`src/rtl/mmf_pkg.sv`:
```
`timescale 1ns / 1ps
`default_nettype none

package mmf_pkg;

   // Defaults for the top-level parameters.
   localparam int MAX_WIDTH_DEF  = 1024;
   localparam int PIXEL_BITS_DEF = 16;

   // Fixed widths of the configuration and result fields.
   localparam int CSR_INDEX_BITS = 2;
   localparam int CSR_DATA_BITS  = 16;
   localparam int CFG_WIDTH_BITS = 11;
   localparam int ROW_BITS       = 16;
   localparam int COL_OUT_BITS   = 10;

   // Register indexes of the configuration port.
   localparam logic [CSR_INDEX_BITS-1:0] CSR_OPERATION     = 2'd0;
   localparam logic [CSR_INDEX_BITS-1:0] CSR_NEIGHBOURHOOD = 2'd1;
   localparam logic [CSR_INDEX_BITS-1:0] CSR_IMAGE_WIDTH   = 2'd2;
   localparam logic [CSR_INDEX_BITS-1:0] CSR_IMAGE_HEIGHT  = 2'd3;

   // Field codes.
   localparam logic OP_DILATE    = 1'b0;
   localparam logic OP_ERODE     = 1'b1;
   localparam logic SHAPE_SQUARE = 1'b0;
   localparam logic SHAPE_CROSS  = 1'b1;

   // Reset values of the geometry registers.
   localparam logic [CFG_WIDTH_BITS-1:0] WIDTH_RESET  = 11'd1024;
   localparam logic [ROW_BITS-1:0]       HEIGHT_RESET = 16'd1024;

   // Which results one item produces, in emission order.
   typedef struct packed {
      logic interior_px;   // window pixel at (r-1, c-1)
      logic right_border;  // right border pixel at (r-1, W-1)
      logic bottom_border; // bottom border pixel at (H-1, c)
      logic frame_done;    // bottom border pixel is the last of the frame
   } mmf_emit_type;

endpackage

`default_nettype wire

```
`src/rtl/mmf_out_queue.sv`:
```
`timescale 1ns / 1ps
`default_nettype none

module mmf_out_queue import mmf_pkg::*; #(
   parameter int MAX_WIDTH  = MAX_WIDTH_DEF,
   parameter int PIXEL_BITS = PIXEL_BITS_DEF
) (
   input  wire logic                             clock,
   input  wire logic                             reset,
   input  wire logic                             load,
   input  wire mmf_emit_type                     emit,
   input  wire logic signed [PIXEL_BITS-1:0]     load_value,
   input  wire logic        [ROW_BITS-1:0]       load_row,
   input  wire logic        [$clog2(MAX_WIDTH)-1:0] load_column,
   input  wire logic        [ROW_BITS-1:0]       h_last,
   input  wire logic        [$clog2(MAX_WIDTH)-1:0] w_last,
   output logic                                  free,
   output logic                                  rsp_valid,
   input  wire logic                             rsp_stall,
   output logic signed      [PIXEL_BITS-1:0]     rsp_value,
   output logic             [ROW_BITS-1:0]       rsp_out_row,
   output logic             [COL_OUT_BITS-1:0]   rsp_out_column,
   output logic                                  rsp_last_in_run,
   output logic                                  rsp_frame_done
);

   localparam int AW = $clog2(MAX_WIDTH);

   logic [2:0]                   pend_ff, pend_in;
   logic signed [PIXEL_BITS-1:0] value_ff;
   logic [ROW_BITS-1:0]          row_ff;
   logic [AW-1:0]                col_ff;
   logic                         done_ff;

   logic [2:0]                   pend_rest;
   logic                         take;
   logic [AW-1:0]                col_sel;
   logic [AW+COL_OUT_BITS-1:0]   col_ext;

   // The lowest pending slot goes out first.
   assign pend_rest = pend_ff & (pend_ff - 3'd1);
   assign rsp_valid = |pend_ff;
   assign take      = rsp_valid && !rsp_stall;
   assign rsp_last_in_run = (pend_rest == 3'd0);
   assign free      = !rsp_valid || (take && rsp_last_in_run);

   always_comb begin
      pend_in = pend_ff;
      if (take) begin
         pend_in = pend_rest;
      end
      if (load) begin
         pend_in = {emit.bottom_border, emit.right_border, emit.interior_px};
      end
   end

   always_ff @(posedge clock) begin
      if (reset) begin
         pend_ff <= '0;
      end else begin
         pend_ff <= pend_in;
      end
   end

   always_ff @(posedge clock) begin
      if (load) begin
         value_ff <= load_value;
         row_ff   <= load_row;
         col_ff   <= load_column;
         done_ff  <= emit.frame_done;
      end
   end

   always_comb begin
      if (pend_ff[0]) begin
         rsp_value      = value_ff;
         rsp_out_row    = row_ff - ROW_BITS'(1);
         col_sel        = col_ff - AW'(1);
         rsp_frame_done = 1'b0;
      end else if (pend_ff[1]) begin
         rsp_value      = '0;
         rsp_out_row    = row_ff - ROW_BITS'(1);
         col_sel        = w_last;
         rsp_frame_done = 1'b0;
      end else begin
         rsp_value      = '0;
         rsp_out_row    = h_last;
         col_sel        = col_ff;
         rsp_frame_done = done_ff;
      end
      col_ext        = {{COL_OUT_BITS{1'b0}}, col_sel};
      rsp_out_column = col_ext[COL_OUT_BITS-1:0];
   end

endmodule

`default_nettype wire
```
`config.mk`:
```
export PLATFORM = sky130hd
export DESIGN_NAME = mmf_out_queue
export DESIGN_NICKNAME = d
export VERILOG_FILES = /design/src/rtl/mmf_pkg.sv /design/src/rtl/mmf_out_queue.sv
export SDC_FILE = /design/constraint.sdc
export NUM_CORES = 1
export LEC_CHECK = 0
export BUFFER_PORTS_ARGS = -buffer_cell sky130_fd_sc_hd__buf_2
export CAP_MARGIN = 20
export CORE_ASPECT_RATIO = 1.75
export CORE_MARGIN = 2
export CORE_UTILIZATION = 49
export CTS_BUF_LIST = sky130_fd_sc_hd__clkbuf_16
export CTS_CLUSTER_DIAMETER = 60
export DETAILED_ROUTE_END_ITERATION = 10
export HOLD_SLACK_MARGIN = 0.08
export MAX_ROUTING_LAYER = met4
export PLACE_DENSITY = 0.87
export SETUP_SLACK_MARGIN = 0.4
export SLEW_MARGIN = 20
export SYNTH_ARGS = -nofsm -noshare
export SYNTH_HDL_FRONTEND = slang
export SYNTH_SLANG_ARGS = --single-unit
```
`constraint.sdc`:
```
create_clock -name clock -period 4.4 [get_ports clock]
set_input_delay 0.66 -clock clock [delete_from_list [all_inputs] [get_ports clock]]
set_output_delay 0.66 -clock clock [all_outputs]
set_load 0.005 [all_outputs]
```
=== Word level (Yosys, flattened, before mapping) ===
Cells that the tools add are included.
Widths: inputs -> output; s select.

* Mux-type cells: 9
* Add/subtract/negate cells: 3
* Bitwise gates (word level): 1
* Reductions and logical operators: 8

{| class="wikitable"
|+ Operators with widths
! kind !! count
|-
| $mux 16 || 3
|-
| $mux 10 || 2
|-
| $sub 16x1->16 const B || 1
|-
| $sub 10x1->10 const B || 1
|-
| $mux 3 || 2
|-
| $and 3x3->3 || 1
|-
| $logic_not 3->1 || 1
|-
| $reduce_or 3->1 || 1
|-
| $sub 3x1->3 const B || 1
|-
| $logic_and 1x1->1 || 2
|-
| $logic_not 1->1 || 2
|-
| $mux 1 || 2
|-
| $reduce_bool 2->1 || 1
|-
| $logic_or 1x1->1 || 1
|}

* Bits of input ports: 76
* Bits in registers: 46
* Output and inout bits: 46
* Logic and storage cells: 26

=== Logic depth before layout (Yosys ltp) ===
* Depth in word-level cells: 5
* Depth in mapped cells: 6
* Mapped depth without buffers: 6

=== Worst setup path after synthesis ===
OpenSTA, ideal clock, no wires.

* Path kind: register -> output
* From: reg col_ff[0]
* To: out rsp_out_column[8]
* Stages on the path, launching flop included: 7
* Arrival: 1,559 ps
* Data required time: 3,740 ps
* Path slack: 2,181 ps
* Path buffers: 0
* Cells stage by stage: edfxtp_1 inv_1 ha_1 or4b_1 nor4_2 xnor2_1 a21oi_1

* Cells in the longest elaborated chain, start to end: 2

{| class="wikitable"
|+ RTL lines
! element !! RTL line !! text
|-
| start, declared || mmf_out_queue.sv:32 || <nowiki>logic [AW-1:0] col_ff;</nowiki>
|-
| start signal, assigned || mmf_out_queue.sv:69 || <nowiki>col_ff <= load_column;</nowiki>
|-
| $sub 10x1->10 || mmf_out_queue.sv:78 || <nowiki>col_sel = col_ff - AW'(1);</nowiki>
|-
| $mux 10 || mmf_out_queue.sv:75 || <nowiki>if (pend_ff[0]) begin</nowiki>
|-
| end, declared || mmf_out_queue.sv:22 || <nowiki>output logic [COL_OUT_BITS-1:0] rsp_out_column,</nowiki>
|}

Every way passes these cells.

=== Worst setup path in the final report ===
* From: reg row_ff[0]
* To: out rsp_out_row[15]

* Cells in the longest elaborated chain, start to end: 3

{| class="wikitable"
|+ RTL lines
! element !! RTL line !! text
|-
| start, declared || mmf_out_queue.sv:31 || <nowiki>logic [ROW_BITS-1:0] row_ff;</nowiki>
|-
| start signal, assigned || mmf_out_queue.sv:68 || <nowiki>row_ff <= load_row;</nowiki>
|-
| $sub 16x1->16 * || mmf_out_queue.sv:77, mmf_out_queue.sv:82 ||
|-
| $mux 16 || mmf_out_queue.sv:80 || <nowiki>end else if (pend_ff[1]) begin</nowiki>
|-
| $mux 16 * || mmf_out_queue.sv:75 ||
|-
| end, declared || mmf_out_queue.sv:21 || <nowiki>output logic [ROW_BITS-1:0] rsp_out_row,</nowiki>
|}

Mark *: on every way between the ends. The rest lies on a longest branch, timed or not.

==> flow_metrics.py <==
metrics = {
    "status": {
        "status": "finished, final reports clean",
    },
    "flow_run": {
        "maxCapViolations": 0,
    },
    "placed_design": {
        "hpwl_um": 4210,
        "dp_slack_ns": 1.74,
        "gp_congestion": 0.914,
        "io_buffers": 121,
        "dp.cells": 379,
    },
    "global_routing": {
        "grt_max_degree": 43,
        "antenna_found_initial": 0,
        "grt_overflow": 0,
        "grt.total_usage_pct": 19.8,
        "grt_pass1_vias": 1903,
        "grt_pass1_wl_um": 7980,
    },
    "worst_setup_path": {
        "critPathRequiredTime_ns": 3.74,
        "slowest_stage": "edfxtp_1",
        "crit_path_max_incr_delay_ns": 0.46,
        "crit_path_end_kind": "primary output",
        "startpoint_type": "register",
        "path_max_fanout": 5,
        "crit_chain": "nor4_1, nand4_1, or4_1, a31oi_1, buf_2",
        "cpLargestDelayFamily": "simple AND/OR/NAND/NOR gates",
        "cp_num_buf_inv": 1,
        "critPathKind": "register to primary output",
        "worstPathArrival_ns": 2.15,
    },
    "final_layout": {
        "filler_cell_count": 401,
        "syn2layout_area_growth_pct": 33.7,
        "final_nets": 412,
        "antenna_cells": 0,
        "layout-drive-gt1-share_pct": 41.5,
        "fin_cells": 387,
    },
    "power": {
        "ir_drop_uv": 371,
        "p_leak_nw": 1.36,
        "p_per_area_nw_per_um2": 335,
    },
    "logic_synthesis": {
        "syn_area_um2": 2360,
        "synth_nets": 292,
        "syn_inst": 214,
        "synth_seq_area_share_pct": 57.2,
        "async_reset_ff_share_pct": 0,
        "synth_edf_count": 43,
        "netlist-cell-type-count": 33,
        "ys_seq_elements": 46,
        "synthFlopType": "edfxtp_1",
        "yosysWarningCount": 0,
        "synth_area_per_cell_um2": 11.0,
    },
    "timing": {
        "fin_worst_skew_ns": 0.000125,
        "rsz0062_at_grt": "no",
        "final_hold_viol_count": 0,
        "clock.fmax_ghz": 0.356,
        "slew_violations": 0,
        "setup_viol": 0,
        "worstMarginPinSlew_ns": 0.793,
        "min_period_ns": 2.81,
        "fin_tns_setup_ns": 0,
        "holdWs_ns": 0.538,
        "worst_slack_ns": 1.59,
        "maxSlewHeadroom_pct": 47.0,
        "timing.final.crit_share_pct": 63.8,
    },
    "floorplanning": {
        "coreArea_um2": 4670,
        "die_w_um": 56.5,
        "initial_core_util_pct": 50.7,
        "die_h_um": 95.9,
        "ios": 122,
        "fp.dieArea_um2": 5420,
        "rows": 33,
    },
    "drt": {
        "via_per_inst": 5.21,
        "wl_per_cell_um": 13.7,
        "drt-pass1-iter-count": 4,
        "ant_nets": 0,
        "drt_iter0_drc": 30,
        "wirelength_um": 5300,
        "drc": 0,
        "vias": 2017,
    },
    "clocking": {
        "post_cts_resized": 0,
        "cts_tree": "built",
        "postCtsSetupBuffers": 0,
        "cts_root_buf": "clkbuf_16",
        "clk_path_buf_depth": 2,
        "clk_pin_slew_ns": 0.06,
        "htree_num_levels": 2,
        "numCtsBuffers": 5,
        "clk_latency_ns": 0.27,
        "cts_hold_buf": 0,
        "numClockSinks": 46,
    },
    "min_path": {
        "hold_class": "register to register",
    },
}
==> stage by stage <==
| step | area (um2) | total power, mW | util (%) |
|---|---|---|---|
| 3_3_place_gp | 3010 | 0.710 | 64.5 |
| 5_1_grt | 3160 | 1.11 | 67.7 |
| 3_5_place_dp | 3010 | 0.718 | 64.5 |
| 4_1_cts | 3160 | 1.07 | 67.7 |
| 2_1_floorplan | 2360 | 0.627 | - |
| 6_report | 3160 | 1.06 | 67.7 |
==> layer usage <==
| layer | up-vias | part of all wire [%] | wire length, um | track usage [%] |
|---|---|---|---|---|
| met5 | - | 0 | 0 | - |
| met4 | 0 | 5.1 | 271 | 12.3 |
| met3 | 20 | 5.0 | 263 | 3.49 |
| met2 | 85 | 56 | 2970 | 36.8 |
| met1 | 898 | 34 | 1800 | 18.3 |
| li1 | 1014 | - | - | - |
==> state kept, by name (all words and copies together) (netlist names) <==
signal	count
col_ff	10
done_ff	1
pend_ff	3
row_ff	16
value_ff	16
==> final cells by class <==
cell class	instances	area [um2]	share of cell area (%)
clock buffers	5	125	3.96
multi-input cells	151	951	30.1
well taps	52	65.1	2.06
clock inverters	3	21.3	0.673
flip-flops and latches	46	1350	42.8
repair buffers	123	621	19.6
inverters	7	26.3	0.831
==> synthesized netlist by cell type, types with 2 or more instances <==
library cell,n,area share (%)
ha_1,2,1.1
nand4_1,2,0.53
edfxtp_1,43,55
o21ai_1,8,1.7
and3_1,2,0.53
nand2_1,14,2.2
clkbuf_1,10,1.6
nor2b_1,9,2.4
and2_1,17,4.5
nand3_1,3,0.64
nor4_2,3,1.6
nor4_1,2,0.53
xor2_1,8,3.0
a31oi_1,3,0.79
xnor2_1,10,3.7
inv_1,7,1.1
dfxtp_1,3,2.5
o31ai_1,3,0.95
o21ai_0,4,0.85
a21oi_1,17,3.6
nor3_1,4,0.85
a211oi_1,10,3.2
nor2_1,20,3.2
==> cell usage in the layout (no fill, tap or decap), drive strengths merged, types with 3 or more instances in the layout <==
| master | count |
|---|---|
| xnor2 | 10 |
| nand2 | 14 |
| xor2 | 8 |
| nor2 | 20 |
| and2 | 17 |
| a211oi | 10 |
| nand3 | 3 |
| o31ai | 3 |
| inv | 7 |
| o21ai | 12 |
| dfxtp | 3 |
| a31oi | 3 |
| buf | 123 |
| nor2b | 9 |
| a21oi | 17 |
| nor3 | 4 |
| edfxtp | 43 |
| clkbuf | 5 |
| nor4 | 5 |
==> report_power, final <==
group          total [mW]  switching (mW)  internal (mW)
Combinational       0.162          0.0776         0.0842
Sequential          0.546          0.0293          0.517
Clock               0.350           0.141          0.210
==> path summary, 6_finish.rpt <==
kind	startpoint	to	slack (ns)	cells past startpoint
max reg2reg	pend_ff[1]	pend_ff[2]	2.84	3
min reg2reg	pend_ff[2]	pend_ff[2]	0.54	2
min	pend_ff[2]	pend_ff[2]	0.54	2
max	row_ff[0]	rsp_out_row[15]	1.59	5
==> worst reg2reg max path: stages (launching register included) <==
cell      delay, ns
dfxtp_1        0.83
or2_2          0.39
o211ai_1       0.12
a21oi_1        0.15
==> kinds of logic after synthesis <==
group | after synthesis | synth area share [%]
buf+inv | 17 | 2.70
xor+xnor | 18 | 6.67
fa+ha+maj | 2 | 1.06
compound gates | 47 | 11.7
simple gates | 84 | 20.7
flops | 46 | 57.2
Power figures use the tool's default switching activity.
