### config.mk
export PLATFORM = sky130hd
export DESIGN_NAME = mmf_window
export DESIGN_NICKNAME = d
export VERILOG_FILES = /design/src/rtl/mmf_pkg.sv /design/src/rtl/mmf_window.sv
export SDC_FILE = /design/constraint.sdc
export NUM_CORES = 1
export LEC_CHECK = 0
export ABC_AREA = 1
export BUFFER_PORTS_ARGS = -buffer_cell sky130_fd_sc_hd__buf_2
export CORE_ASPECT_RATIO = 1.4
export CORE_MARGIN = 3
export CORE_UTILIZATION = 30
export DETAILED_ROUTE_END_ITERATION = 12
export GPL_TIMING_DRIVEN = 0
export PLACE_DENSITY_LB_ADDON = 0.2
export SLEW_MARGIN = 15
export SYNTH_ARGS = -nofsm -noshare
export SYNTH_HDL_FRONTEND = slang
export SYNTH_SLANG_ARGS = --single-unit
### constraint.sdc
create_clock -name clock -period 11.8 [get_ports clock]
set_input_delay 1.18 -clock clock [delete_from_list [all_inputs] [get_ports clock]]
set_output_delay 1.18 -clock clock [all_outputs]
set_load 0.02 [all_outputs]
### src/rtl/mmf_pkg.sv
`timescale 1ns / 1ps
`default_nettype none

package mmf_pkg;

   // Defaults for the top-level parameters.
   localparam int MAX_WIDTH_DEF  = 1024;
   localparam int PIXEL_BITS_DEF = 16;

   // Fixed widths of the configuration and result fields.
   localparam int CSR_INDEX_BITS = 2;
   localparam int CSR_DATA_BITS  = 16;
   localparam int CFG_WIDTH_BITS = 11;
   localparam int ROW_BITS       = 16;
   localparam int COL_OUT_BITS   = 10;

   // Register indexes of the configuration port.
   localparam logic [CSR_INDEX_BITS-1:0] CSR_OPERATION     = 2'd0;
   localparam logic [CSR_INDEX_BITS-1:0] CSR_NEIGHBOURHOOD = 2'd1;
   localparam logic [CSR_INDEX_BITS-1:0] CSR_IMAGE_WIDTH   = 2'd2;
   localparam logic [CSR_INDEX_BITS-1:0] CSR_IMAGE_HEIGHT  = 2'd3;

   // Field codes.
   localparam logic OP_DILATE    = 1'b0;
   localparam logic OP_ERODE     = 1'b1;
   localparam logic SHAPE_SQUARE = 1'b0;
   localparam logic SHAPE_CROSS  = 1'b1;

   // Reset values of the geometry registers.
   localparam logic [CFG_WIDTH_BITS-1:0] WIDTH_RESET  = 11'd1024;
   localparam logic [ROW_BITS-1:0]       HEIGHT_RESET = 16'd1024;

   // Which results one item produces, in emission order.
   typedef struct packed {
      logic interior_px;   // window pixel at (r-1, c-1)
      logic right_border;  // right border pixel at (r-1, W-1)
      logic bottom_border; // bottom border pixel at (H-1, c)
      logic frame_done;    // bottom border pixel is the last of the frame
   } mmf_emit_type;

endpackage

`default_nettype wire

### src/rtl/mmf_window.sv
`timescale 1ns / 1ps
`default_nettype none

module mmf_window import mmf_pkg::*; #(
   parameter int PIXEL_BITS = PIXEL_BITS_DEF
) (
   input  wire logic                         clock,
   input  wire logic                         reset,
   input  wire logic                         shift,
   input  wire logic                         operation,
   input  wire logic                         neighbourhood,
   input  wire logic signed [PIXEL_BITS-1:0] upper,
   input  wire logic signed [PIXEL_BITS-1:0] middle,
   input  wire logic signed [PIXEL_BITS-1:0] lower,
   output logic signed      [PIXEL_BITS-1:0] result
);

   // Entries 0..2 hold column c-2 (upper, middle, lower), entries 3..5 column c-1.
   logic signed [PIXEL_BITS-1:0] win_ff [6];

   logic signed [PIXEL_BITS-1:0] x0, x2, xu, xp;
   logic signed [PIXEL_BITS-1:0] t_a, t_b, t_c, t_d, t_ab, t_cd, t_abcd;

   function automatic logic signed [PIXEL_BITS-1:0] pick(
      input logic                         op,
      input logic signed [PIXEL_BITS-1:0] a,
      input logic signed [PIXEL_BITS-1:0] b
   );
      logic a_less;
      a_less = (a < b);
      if (op == OP_ERODE) begin
         return a_less ? a : b;
      end
      return a_less ? b : a;
   endfunction

   always_ff @(posedge clock) begin
      if (reset) begin
         for (int i = 0; i < 6; i++) begin
            win_ff[i] <= '0;
         end
      end else if (shift) begin
         win_ff[0] <= win_ff[3];
         win_ff[1] <= win_ff[4];
         win_ff[2] <= win_ff[5];
         win_ff[3] <= upper;
         win_ff[4] <= middle;
         win_ff[5] <= lower;
      end
   end

   // The cross leaves out the corners; the center stands in for them, which
   // leaves a maximum or minimum unchanged.
   always_comb begin
      if (neighbourhood == SHAPE_CROSS) begin
         x0 = win_ff[4];
         x2 = win_ff[4];
         xu = win_ff[4];
         xp = win_ff[4];
      end else begin
         x0 = win_ff[0];
         x2 = win_ff[2];
         xu = upper;
         xp = lower;
      end
      t_a    = pick(operation, win_ff[4], win_ff[1]);
      t_b    = pick(operation, middle, win_ff[3]);
      t_c    = pick(operation, win_ff[5], x0);
      t_d    = pick(operation, x2, xu);
      t_ab   = pick(operation, t_a, t_b);
      t_cd   = pick(operation, t_c, t_d);
      t_abcd = pick(operation, t_ab, t_cd);
      result = pick(operation, t_abcd, xp);
   end

endmodule

`default_nettype wire

# == Word-level counts from Yosys, hierarchy flattened ==
# Memories as Yosys holds them, arrays and structs flattened.
# Index checks and enable logic that the tools add are counted.
# totals
mem_bits_rw,96
out_inout_bits,16
memories,1
register_bits,0
# mem_list
name,depth,width,read_ports,rd_clocked_by_memory_dff,wr,line,text
win_ff,6,16,6,0,6,mmf_window.sv:19,logic signed [PIXEL_BITS-1:0] win_ff [6];
# op_classes
bitwise,6
n_lt_le_gt_ge,8
n_mux,48
# op_table
op,n
$mux W16,42
$lt A16 B16 Y1,8
$mux W1,6
$or A1 B1 Y1,6

# == Longest topological paths before layout ==
# Gate-level depths: netlist of the first run.
# logic_depth
depth_word,17
ltp_mapped,70
depth_no_buf,63

# == Worst setup path before layout of the first run ==
# OpenSTA, ideal clock, no wires.
# synth_path
path_type,input to output
startpoint,input port neighbourhood
endpoint,output port result[15]
required_ns,10.620
stages,53
path_slack_ns,1.870
arrival_time_ns,8.750
path_cell_list,buf_6 clkbuf_1 nand2_1 inv_1 a21oi_1 inv_1 ha_1 nand2_1 o21bai_1 nand2_1 a21oi_1 nand2_1 nand2_1 nand3_1 nand2_1 clkinv_1 clkbuf_1 o21ai_0 [... 17 more ...] nor2_1 a211oi_1 o221a_2 nand3_1 nand2_2 nand2_2 nand2_2 buf_2 clkbuf_1 o21ai_0 ha_1 a21oi_1 nor2_1 a211oi_1 o221a_2 nand2_4 xor2_1 o21ai_0
# synth_between
elab_chain_cells,17
word_cells_on_any_way,29
# synth_rtl
element,line,text
"start, declared",mmf_window.sv:11,"input wire logic neighbourhood,"
$mux W16,mmf_window.sv:55,if (neighbourhood == SHAPE_CROSS) begin
$lt A16 B16 Y1,mmf_window.sv:30,a_less = (a < b);
$mux W16,mmf_window.sv:32,return a_less ? a : b;
$mux W16,mmf_window.sv:31,if (op == OP_ERODE) begin
$mux W16,mmf_window.sv:34,return a_less ? b : a;
$lt A16 B16 Y1,mmf_window.sv:30,
$mux W16,mmf_window.sv:32,
$mux W16,mmf_window.sv:31,
$mux W16,mmf_window.sv:34,
$lt A16 B16 Y1,mmf_window.sv:30,
$mux W16,mmf_window.sv:32,
$mux W16,mmf_window.sv:31,
$mux W16,mmf_window.sv:34,
$lt A16 B16 Y1,mmf_window.sv:30,
$mux W16,mmf_window.sv:32,
$mux W16,mmf_window.sv:31,
$mux W16 *,mmf_window.sv:34,
"end, declared",mmf_window.sv:15,output logic signed [PIXEL_BITS-1:0] result
# Every way passes the cells marked *; elsewhere a longest branch is shown, timed or not. The select of a mux whose other input is x is not followed.

# == Worst setup path in the final report of the first run ==
# layout_path
startpoint,input port neighbourhood
endpoint,output port result[6]
# The elaborated chain is that of the path after synthesis.

==> results of run 1 <==
## power groups by stage
stage / Clock [mW] / Sequential [mW] / Combinational [mW]
3_5_place_dp: 0 / 0.426 / 2.27
3_3_place_gp: 0 / 0.427 / 2.23
2_1_floorplan: 0 / 0.419 / 1.63
5_1_grt: 0.308 / 0.422 / 2.62
6_report: 0.290 / 0.419 / 2.33
4_1_cts: 0.298 / 0.419 / 2.29
## path summary, 6_finish.rpt
kind,endpoint,slack [ns],cells past startpoint
max,result[6],0.72,57
min,win_ff[0][0],0.61,2
max reg2reg,win_ff[1][0],10.83,2
min reg2reg,win_ff[0][0],0.61,2
## worst min-delay path, delay by kind of cell (launching register included)
kind,cells,cell delay (ns)
buffers and inverters,1,0.06
DFF,1,0.36
and+or+nand+nor,1,0.09
## synth_stat cells
| cell | count |
|---|---|
| sky130_fd_sc_hd__ha_1 | 120 |
| sky130_fd_sc_hd__buf_1 | 7 |
| sky130_fd_sc_hd__buf_6 | 5 |
| sky130_fd_sc_hd__clkbuf_1 | 25 |
| sky130_fd_sc_hd__nand3b_1 | 1 |
| sky130_fd_sc_hd__nor2_1 | 134 |
| sky130_fd_sc_hd__nand3_2 | 2 |
| sky130_fd_sc_hd__o221a_2 | 2 |
| sky130_fd_sc_hd__buf_2 | 13 |
| sky130_fd_sc_hd__nor3_1 | 7 |
| sky130_fd_sc_hd__and2_1 | 1 |
| sky130_fd_sc_hd__o21bai_1 | 1 |
| sky130_fd_sc_hd__a31oi_1 | 2 |
| sky130_fd_sc_hd__or2_2 | 1 |
| sky130_fd_sc_hd__nor4_1 | 1 |
| sky130_fd_sc_hd__buf_4 | 3 |
| sky130_fd_sc_hd__a211oi_1 | 7 |
| sky130_fd_sc_hd__xor2_1 | 6 |
| sky130_fd_sc_hd__nand2_2 | 17 |
| sky130_fd_sc_hd__o21a_1 | 2 |
| sky130_fd_sc_hd__a21oi_1 | 108 |
| sky130_fd_sc_hd__edfxtp_1 | 96 |
| sky130_fd_sc_hd__nand2_1 | 354 |
| sky130_fd_sc_hd__a2111oi_0 | 2 |
| sky130_fd_sc_hd__clkinv_1 | 1 |
| sky130_fd_sc_hd__nand2_4 | 5 |
| sky130_fd_sc_hd__inv_2 | 1 |
| sky130_fd_sc_hd__o21ai_1 | 2 |
| sky130_fd_sc_hd__nand3_1 | 99 |
| sky130_fd_sc_hd__nand4_1 | 4 |
| sky130_fd_sc_hd__o21ai_0 | 99 |
| sky130_fd_sc_hd__inv_1 | 201 |
## stage by stage
stage / cells / total power, mW / hold WS (ns)
floorplan: 1329 / 2.05 / 0.545
global placement: 1781 / 2.66 / 0.566
detailed placement: 1782 / 2.70 / 0.586
CTS: 1797 / 3.01 / 0.611
global route: 1796 / 3.35 / 0.642
finish: 1796 / 3.04 / 0.613
## final cells by class
type	instances	area [um2]	area share
Multi-Input combinational cell	977	5410	0.517
Tap cell	385	482	0.0460
Timing Repair Buffer	68	363	0.0347
Sequential cell	96	2880	0.275
Inverter	203	763	0.0729
Clock buffer	10	229	0.0219
Buffer	52	297	0.0283
Clock inverter	5	41.3	0.00394
## cell families after synthesis
group,synth area share
XOR/XNOR,0.00569
flip-flops,0.312
AND/OR/NAND/NOR,0.281
AO/OA/AOI/OAI,0.127
buffers and inverters,0.111
adder cells (fa/ha/maj),0.163
## per-layer routing
layer  vias up  part of all wire  track usage
met5         -                 0            0
met4         0             0.038       0.0792
met3        47             0.026       0.0196
met2       167              0.53        0.349
met1      3986              0.41        0.205
li1       4496                 -            -
## timing repair
item | in CTS | in global routing
endpoints found under the setup margin | 16 | 16
resized for setup | 20 | 36
pin swaps | 0 | 1
==> insert_results.sql, run 1 <==
INSERT INTO impl_metrics (metric_group, metric, value, unit) VALUES
('cts', 'cts-root-buf', 'sky130_fd_sc_hd__clkbuf_16', ''),
('synthesis', 'synthesis.area', '0.00923', 'mm2'),
('cts', 'cts.clk_slew.worst_paths', '0.08', 'ns'),
('drt', 'drc', '0', ''),
('finish', 'fillers', '3220', ''),
('pwr', 'power.share.clock', '0.096', ''),
('critical_path', 'worst-endpoint-required', '10.62', 'ns'),
('timing', 'slew_headroom', '0.511', ''),
('pwr', 'p_sw', '1.70', 'mW'),
('status', 'status', 'finished, final reports clean', ''),
('timing', 'setup_tns', '0', 'ns'),
('cts', 'cts.htree.levels', '3', ''),
('place', 'pre_cts_slack', '-0.991', 'ns'),
('timing', 'tightest_slew', '0.733', 'ns'),
('drt', 'via_per_inst', '4.84', ''),
('pwr', 'powerDensity', '290', 'mW/mm2'),
('grt', 'globalRouteOverflowTotal', '0', ''),
('grt', 'via_count_of_the_first_global_routing_pass', '8750', ''),
('pwr', 'comb_power_share', '0.767', ''),
('floorplan', 'coreArea', '0.0301', 'mm2'),
('drt', 'drt_iter0_markers', '482', ''),
('drt', 'routed_wirelength', '30100', 'um'),
('timing', 'rsz_0062_raised_after_global_routing', 'no', ''),
('floorplan', 'chipWidth', '154', 'um'),
('finish', 'mostFrequentLayoutCell', 'sky130_fd_sc_hd__nand2_1', ''),
('critical_path', 'worst_r2r_startpoint', 'win_ff[4][0]', ''),
('finish', 'syn_to_final_growth', '13.4', '%'),
('finish', 'register_containing_the_most_flip_flops_in_the_final_layout', 'win_ff', ''),
('critical_path', 'timing.critical_path.to_type', 'output pin', ''),
('grt', 'pin_count_of_the_biggest_net_entering_global_routing', '55', ''),
('synthesis', 'synth.yosys.warnings', '0', ''),
('critical_path', 'worst_path_buffer_plus_inverter_count', '12', ''),
('grt', 'first_pass_grt_wire_length', '46400', 'um'),
('synthesis', 'area_share_of_the_largest_cell_type_after_synthesis', '0.312', ''),
('timing', 'final-setup-viol-count', '0', ''),
('worst_hold_path', 'hold_path_startpoint', 'win_ff[3][0]', ''),
('pwr', 'vdd_ir_drop_max', '0.204', 'mV'),
('pwr', 'power.share.switching', '0.560', ''),
('finish', 'finalNetCount', '1580', ''),
('cts', 'max-clock-path-buffers', '2', ''),
('synthesis', 'seq_area_frac_synth', '0.312', ''),
('timing', 'layout_worst_path_cycle_share', '0.939', ''),
('synthesis', 'synth_top_area_cell', 'sky130_fd_sc_hd__edfxtp_1', ''),
('timing', 'hold_viol_final', '0', ''),
('pwr', 'internal_power', '1.34', 'mW'),
('finish', 'max_reg_flops', '96', ''),
('synthesis', 'synthesis.nets', '1502', ''),
('place', 'place_hpwl', '25500', 'um'),
('floorplan', 'floorplan.initialDensity', '0.307', ''),
('finish', 'layout_common_cells', 'sky130_fd_sc_hd__nand2_1 (354), sky130_fd_sc_hd__inv_1 (201), sky130_fd_sc_hd__nor2_1 (134), sky130_fd_sc_hd__ha_1 (120), sky130_fd_sc_hd__a21oi_1 (103)', ''),
('drt', 'drt-wirelength-per-cell', '16.8', 'um'),
('finish', 'layout-drive-gt1-share', '0.116', ''),
('worst_hold_path', 'hold_path.class', 'reg2reg', ''),
('drt', 'firstDrtPassIters', '4', ''),
('floorplan', 'die_h', '214', 'um'),
('critical_path', 'critPathLaunch', 'neighbourhood', ''),
('timing', 'layout_setup_ws', '0.721', 'ns'),
('place', 'postPlaceCellArea', '0.0101', 'mm2'),
('place', 'io_buffer_count', '67', ''),
('run', 'maxCapViolCount', '0', ''),
('critical_path', 'criticalPathCategory', 'in2out', ''),
('floorplan', 'std_cell_rows', '75', ''),
('finish', 'fin_util', '0.347', ''),
('synthesis', 'synth_instances', '1329', ''),
('drt', 'vias', '8696', ''),
('critical_path', 'critPathTopFamily', 'compound AO/OA/AOI/OAI gates', ''),
('place', 'final_weighted_congestion_in_routability_driven_placement', '0.877', ''),
('synthesis', 'syn_area_per_cell', '6.95', 'um2'),
('cts', 'clock_latency', '0.37', 'ns'),
('critical_path', 'cp_slowest_stage_delay', '0.32', 'ns'),
('critical_path', 'crit_path_top_delay_cell', 'sky130_fd_sc_hd__ha_1', '');
Note: power is estimated with default switching activity, not from simulation.
==> run 2, diff against run 1 <==
--- a/config.mk
+++ b/config.mk
@@ -12,7 +12,7 @@
 export CORE_UTILIZATION = 30
 export DETAILED_ROUTE_END_ITERATION = 12
 export GPL_TIMING_DRIVEN = 0
-export PLACE_DENSITY_LB_ADDON = 0.2
+export PLACE_DENSITY = 0.42
 export SLEW_MARGIN = 15
 export SYNTH_ARGS = -nofsm -noshare
 export SYNTH_HDL_FRONTEND = slang
==> run 2 against run 1 <==
Worst setup slack better by 0.041 ns. Worst hold slack worse by 0.013 ns. Sequential cell count stayed put. Non-clock buffer count is 2 higher. Fmax is 0.37% higher. First-iteration DRC count is 26% lower. Global-route usage is 0.63 points higher. Largest cell class unchanged. Design area is 0.73% higher. Critical endpoint is now result[5].
==> insert_results.sql, run 2 (synthesized netlist as in run 1, its figures left out) <==
INSERT INTO impl_metrics (metric_group, metric, value, unit) VALUES
('status', 'status', 'finished, final reports clean', ''),
('cts', 'max-clock-path-buffers', '2', ''),
('finish', 'finalNetCount', '1582', ''),
('pwr', 'powerDensity', '294', 'mW/mm2'),
('pwr', 'power.total', '3.10', 'mW'),
('place', 'io_buffer_count', '67', ''),
('floorplan', 'dieArea', '0.0329', 'mm2'),
('grt', 'met2_usage', '0.371', ''),
('timing', 'rsz_0062_raised_after_global_routing', 'no', ''),
('critical_path', 'critPathMaxFanout', '11', ''),
('finish', 'fillers', '3309', ''),
('critical_path', 'criticalPathCategory', 'in2out', ''),
('grt', 'grt_use_met3', '0.0153', ''),
('finish', 'layout_top_registers', 'win_ff x96', ''),
('grt', 'antenna_found_initial', '0', ''),
('grt', 'grt.total_usage', '0.189', ''),
('finish', 'mostFrequentLayoutCell', 'sky130_fd_sc_hd__nand2_1', ''),
('cts', 'ctsHoldBuffers', '0', ''),
('pwr', 'leakagePower', '5.44', 'nW'),
('pwr', 'vdd_ir_drop_max', '0.181', 'mV'),
('finish', 'layout-drive-gt1-share', '0.120', ''),
('drt', 'firstDrtPassIters', '7', ''),
('timing', 'tightest_slew', '0.709', 'ns'),
('drt', 'vias', '8543', ''),
('drt', 'drt-wirelength-per-cell', '17.4', 'um'),
('floorplan', 'number_of_top_level_pins', '69', ''),
('cts', 'cts_made_buffers', '9', ''),
('drt', 'routed_wirelength', '31300', 'um'),
('critical_path', 'critPathArrivalTime', '9.86', 'ns'),
('floorplan', 'coreArea', '0.0301', 'mm2'),
('finish', 'syn_to_final_growth', '14.2', '%'),
('finish', 'num_antenna_cells', '0', ''),
('cts', 'clock_latency', '0.36', 'ns'),
('critical_path', 'crit_path_top_delay_cell', 'sky130_fd_sc_hd__buf_1', ''),
('critical_path', 'worstRegToRegCells', '2', ''),
('grt', 'via_count_of_the_first_global_routing_pass', '8500', ''),
('timing', 'final-setup-viol-count', '0', ''),
('run', 'maxCapViolCount', '0', ''),
('floorplan', 'std_cell_rows', '75', ''),
('timing', 'slew_violations', '0', ''),
('place', 'place_hpwl', '26800', 'um'),
('place', 'postPlaceCellArea', '0.0101', 'mm2'),
('floorplan', 'die_h', '214', 'um'),
('cts', 'tritoncts_clock_tree', 'done', ''),
('worst_hold_path', 'hold_path.class', 'reg2reg', ''),
('grt', 'busiest_layer', 'met2', ''),
('timing', 'maxClockFrequency', '0.0906', 'GHz'),
('grt', 'first_pass_grt_wire_length', '47300', 'um'),
('critical_path', 'path_common_cell', 'sky130_fd_sc_hd__nand2_1', ''),
('critical_path', 'timing.critical_path.to_type', 'output pin', ''),
('timing', 'hold_viol_final', '0', ''),
('drt', 'route.antenna.remaining_nets', '0', ''),
('finish', 'register_containing_the_most_flip_flops_in_the_final_layout', 'win_ff', ''),
('drt', 'via_per_inst', '4.75', ''),
('timing', 'slew_headroom', '0.527', ''),
('floorplan', 'floorplan.initialDensity', '0.307', ''),
('grt', 'gr-usage-met1', '0.220', ''),
('finish', 'layout_common_cells', 'sky130_fd_sc_hd__nand2_1 (354), sky130_fd_sc_hd__inv_1 (201), sky130_fd_sc_hd__nor2_1 (134), sky130_fd_sc_hd__ha_1 (120), sky130_fd_sc_hd__a21oi_1 (103)', ''),
('cts', 'cts-root-buf', 'sky130_fd_sc_hd__clkbuf_16', ''),
('floorplan', 'chipWidth', '154', 'um'),
('critical_path', 'worst-endpoint-required', '10.62', 'ns'),
('place', 'final_weighted_congestion_in_routability_driven_placement', '0.826', ''),
('drt', 'drc', '0', ''),
('timing', 'skew', '0.00935', 'ns'),
('critical_path', 'cp_slowest_stage_delay', '0.47', 'ns'),
('timing', 'final_period_minus_worst_setup_slack', '11.04', 'ns'),
('timing', 'layout_worst_path_cycle_share', '0.935', ''),
('finish', 'max_reg_flops', '96', ''),
('cts', 'cts.sinks', '96', ''),
('drt', 'drt_iter0_markers', '358', ''),
('finish', 'final_cell_area', '0.0105', 'mm2'),
('cts', 'cts.clk_slew.worst_paths', '0.08', 'ns'),
('worst_hold_path', 'holdPathStages', '2', ''),
('cts', 'cts.htree.levels', '3', ''),
('grt', 'globalRouteOverflowTotal', '0', ''),
('grt', 'pin_count_of_the_biggest_net_entering_global_routing', '45', ''),
('finish', 'fin_util', '0.350', ''),
('critical_path', 'timing.reg2reg.setup_slack', '10.86', 'ns'),
('critical_path', 'critPathLaunchType', 'input port', '');
==> run 2: per-stage QoR <==
stage                     TNS, ns  std cells  setup WS (ns)  hold slack (ns)
final                           0       1799          0.762            0.600
after global routing            0       1799         0.0267            0.638
after detailed placement   -16.65       1783          -1.07            0.587
after global placement     -15.36       1781         -0.987            0.577
after CTS                       0       1801         0.0371            0.610
after floorplan                 0       1329           1.87            0.545
==> run 2: critical path, delay by kind of cell <==
family | cells | cell delay (ns)
AO/OA/AOI/OAI | 14 | 2.84
adder cells (fa/ha/maj) | 4 | 1.22
buffers and inverters | 11 | 2.20
AND/OR/NAND/NOR | 25 | 2.38
==> run 2: final timing paths <==
kind                       end          start
setup reg to reg  win_ff[1][0]   win_ff[4][0]
setup / recovery     result[5]  neighbourhood
hold reg to reg   win_ff[0][1]   win_ff[3][1]
hold / removal    win_ff[0][1]   win_ff[3][1]
==> run 2: what timing repair did <==
action | in CTS | in global routing
setup buffers | 2 | 0
endpoints found under the setup margin | 16 | 16
cloned | 0 | 0
pin swaps | 1 | 3
gates resized for setup | 27 | 30
==> run 2: cell type report <==
type	instances	area, um2	area share
clock inverters	7	77.6	0.00736
inverters	203	763	0.0724
plain buffers	51	292	0.0276
flip-flops and latches	96	2880	0.273
clock buffers	9	225	0.0214
repair buffers	71	398	0.0377
multi-input cells	977	5420	0.514
well taps	385	482	0.0457
==> run 2: layer usage <==
metal	routed length, um	part of all wire
met5	0	0
met4	538	0.017
met3	690	0.022
met2	16800	0.54
met1	13200	0.42
==> run 2: power by group <==
group	total (mW)	leakage [nW]	internal [mW]	switching (mW)
combinational	2.37	4.23	0.806	1.57
sequential	0.419	1.05	0.402	0.0174
clock	0.309	0.148	0.167	0.142
==> run 3, diff against run 2 <==
==> constraint.sdc (replaced) <==
create_clock -name clock -period 14.27 [get_ports clock]
set_input_delay 1.427 -clock clock [delete_from_list [all_inputs] [get_ports clock]]
set_output_delay 1.427 -clock clock [all_outputs]
set_load 0.02 [all_outputs]
==> run 3 against run 2 <==
Clock skew hardly changed. Wire length decreased by 0.51%. Worst hold slack hardly changed. Utilization is 0.46 points lower. Largest power group unchanged.
==> insert_results.sql, run 3 (synthesized netlist as in run 1, its figures left out) <==
INSERT INTO impl_metrics (metric_group, metric, value, unit) VALUES
('place', 'final_weighted_congestion_in_routability_driven_placement', '0.826', ''),
('timing', 'slew_headroom', '0.471', ''),
('finish', 'fin_util', '0.345', ''),
('grt', 'first_pass_grt_wire_length', '47200', 'um'),
('timing', 'tightest_slew', '0.773', 'ns'),
('finish', 'layout_common_cells', 'sky130_fd_sc_hd__nand2_1 (354), sky130_fd_sc_hd__inv_1 (201), sky130_fd_sc_hd__nor2_1 (134), sky130_fd_sc_hd__ha_1 (120), sky130_fd_sc_hd__a21oi_1 (108)', ''),
('timing', 'hold_viol_final', '0', ''),
('worst_hold_path', 'hold_path.class', 'reg2reg', ''),
('floorplan', 'chipWidth', '154', 'um'),
('critical_path', 'worst_r2r_endpoint', 'win_ff[1][0]', ''),
('timing', 'final_period_minus_worst_setup_slack', '13.05', 'ns'),
('timing', 'final-setup-viol-count', '0', ''),
('cts', 'tritoncts_clock_tree', 'done', ''),
('grt', 'pin_count_of_the_biggest_net_entering_global_routing', '45', ''),
('drt', 'routed_wirelength', '31100', 'um'),
('timing', 'skew', '0.00927', 'ns'),
('pwr', 'vdd_ir_drop_max', '0.147', 'mV'),
('place', 'place_inst', '1783', ''),
('cts', 'cts_made_buffers', '9', ''),
('grt', 'globalRouteOverflowTotal', '0', ''),
('floorplan', 'die_h', '214', 'um'),
('drt', 'drt_iter0_markers', '400', ''),
('timing', 'setup_tns', '0', 'ns'),
('finish', 'register_containing_the_most_flip_flops_in_the_final_layout', 'win_ff', ''),
('run', 'maxCapViolCount', '0', ''),
('finish', 'layout-drive-gt1-share', '0.0955', ''),
('drt', 'route.antenna.remaining_nets', '0', ''),
('cts', 'cts.sinks', '96', ''),
('critical_path', 'path_common_cell', 'sky130_fd_sc_hd__nand2_1', ''),
('cts', 'cts.clk_slew.worst_paths', '0.08', 'ns'),
('critical_path', 'timing.reg2reg.setup_slack', '13.32', 'ns'),
('drt', 'vias', '8520', ''),
('cts', 'clock_latency', '0.36', 'ns'),
('pwr', 'leakagePower', '5.36', 'nW'),
('floorplan', 'coreArea', '0.0301', 'mm2'),
('critical_path', 'worstRegToRegCells', '2', ''),
('grt', 'antenna_found_initial', '0', ''),
('finish', 'max_reg_flops', '96', ''),
('cts', 'cts_setup_buffers', '0', ''),
('critical_path', 'cp_slowest_stage_delay', '0.64', 'ns'),
('critical_path', 'critPathArrivalTime', '11.63', 'ns'),
('status', 'status', 'finished, final reports clean', ''),
('drt', 'via_per_inst', '4.74', ''),
('critical_path', 'criticalPathCategory', 'in2out', ''),
('floorplan', 'number_of_top_level_pins', '69', ''),
('cts', 'cts-root-buf', 'sky130_fd_sc_hd__clkbuf_16', ''),
('place', 'postPlaceCellArea', '0.0101', 'mm2'),
('floorplan', 'dieArea', '0.0329', 'mm2'),
('timing', 'slew_violations', '0', ''),
('critical_path', 'worstSetupEndpoint', 'result[5]', ''),
('critical_path', 'worst_path_buffer_plus_inverter_count', '8', ''),
('timing', 'hold_ws', '0.600', 'ns'),
('finish', 'layout_top_registers', 'win_ff x96', ''),
('critical_path', 'worst_r2r_startpoint', 'win_ff[4][0]', ''),
('pwr', 'powerDensity', '239', 'mW/mm2'),
('drt', 'drt-wirelength-per-cell', '17.3', 'um'),
('critical_path', 'critPathTopFamily', 'compound AO/OA/AOI/OAI gates', ''),
('critical_path', 'worst-endpoint-required', '12.84', 'ns'),
('place', 'place_hpwl', '26800', 'um'),
('finish', 'syn_to_final_growth', '12.7', '%'),
('cts', 'cts.htree.levels', '3', ''),
('pwr', 'power.total', '2.49', 'mW'),
('grt', 'via_count_of_the_first_global_routing_pass', '8476', ''),
('finish', 'instances_no_fill', '1799', ''),
('critical_path', 'crit_path_top_delay_cell', 'sky130_fd_sc_hd__xor2_1', ''),
('drt', 'drc', '0', ''),
('critical_path', 'critPathLaunch', 'middle[5]', ''),
('place', 'pre_cts_slack', '0.903', 'ns'),
('critical_path', 'worst_path_depth', '50', ''),
('place', 'io_buffer_count', '67', ''),
('timing', 'layout_setup_ws', '1.22', 'ns'),
('critical_path', 'timing.critical_path.to_type', 'output pin', ''),
('grt', 'grt.total_usage', '0.189', ''),
('timing', 'maxClockFrequency', '0.0766', 'GHz'),
('finish', 'num_antenna_cells', '0', ''),
('drt', 'firstDrtPassIters', '5', ''),
('floorplan', 'std_cell_rows', '75', ''),
('timing', 'layout_worst_path_cycle_share', '0.915', ''),
('finish', 'final_cell_area', '0.0104', 'mm2'),
('critical_path', 'critPathLaunchType', 'input port', ''),
('floorplan', 'floorplan.initialDensity', '0.307', ''),
('finish', 'finalNetCount', '1582', ''),
('timing', 'rsz_0062_raised_after_global_routing', 'no', ''),
('cts', 'max-clock-path-buffers', '2', ''),
('finish', 'mostFrequentLayoutCell', 'sky130_fd_sc_hd__nand2_1', ''),
('worst_hold_path', 'hold_path_startpoint', 'win_ff[3][1]', ''),
('critical_path', 'critPathMaxFanout', '10', '');
-- run 3: how the worst min path moves through the flow --
stage	to	slack (ns)	cells after the start
after floorplan	win_ff[0][15]	0.55	2
after global placement	win_ff[0][15]	0.58	2
after detailed placement	win_ff[0][15]	0.59	2
after CTS	win_ff[0][15]	0.61	2
after global routing	win_ff[0][1]	0.64	2
final	win_ff[0][1]	0.60	2
-- run 3: worst reg2reg max path: cells and delay by family, from the launching register on --
family	cells	cell delay [ns]
simple gates	1	0.06
flops	1	0.49
buf+inv	1	0.13
-- run 3: repair_timing --
item                                    in CTS  in global routing
endpoints found under the setup margin       0                 15
hold buffers                                 0                  0
gates resized for setup                      0                  2
-- run 3: report_power, final --
| part | leakage [nW] | internal [mW] | total [mW] | switching, mW |
|---|---|---|---|---|
| clock network | 0.148 | 0.138 | 0.256 | 0.118 |
| logic | 4.16 | 0.621 | 1.89 | 1.27 |
| registers | 1.05 | 0.332 | 0.347 | 0.0144 |
| total | 5.36 | 1.09 | 2.49 | 1.40 |
-- run 3: metal layers --
layer / track usage / share of wire / up-vias
met2: 0.369 / 0.54 / 108
met5: 0 / 0 / -
li1: - / - / 4506
met4: 0.0512 / 0.020 / 0
met3: 0.0153 / 0.021 / 30
met1: 0.220 / 0.42 / 3876
-- run 3: cell type report --
cell class | count | area [um2]
Buffer | 53 | 267
Clock inverter | 7 | 77.6
Fill cell | 3333 | 19700
Multi-Input combinational cell | 977 | 5330
Timing Repair Buffer | 69 | 383
Clock buffer | 9 | 225
Tap cell | 385 | 482
Sequential cell | 96 | 2880
Inverter | 203 | 762
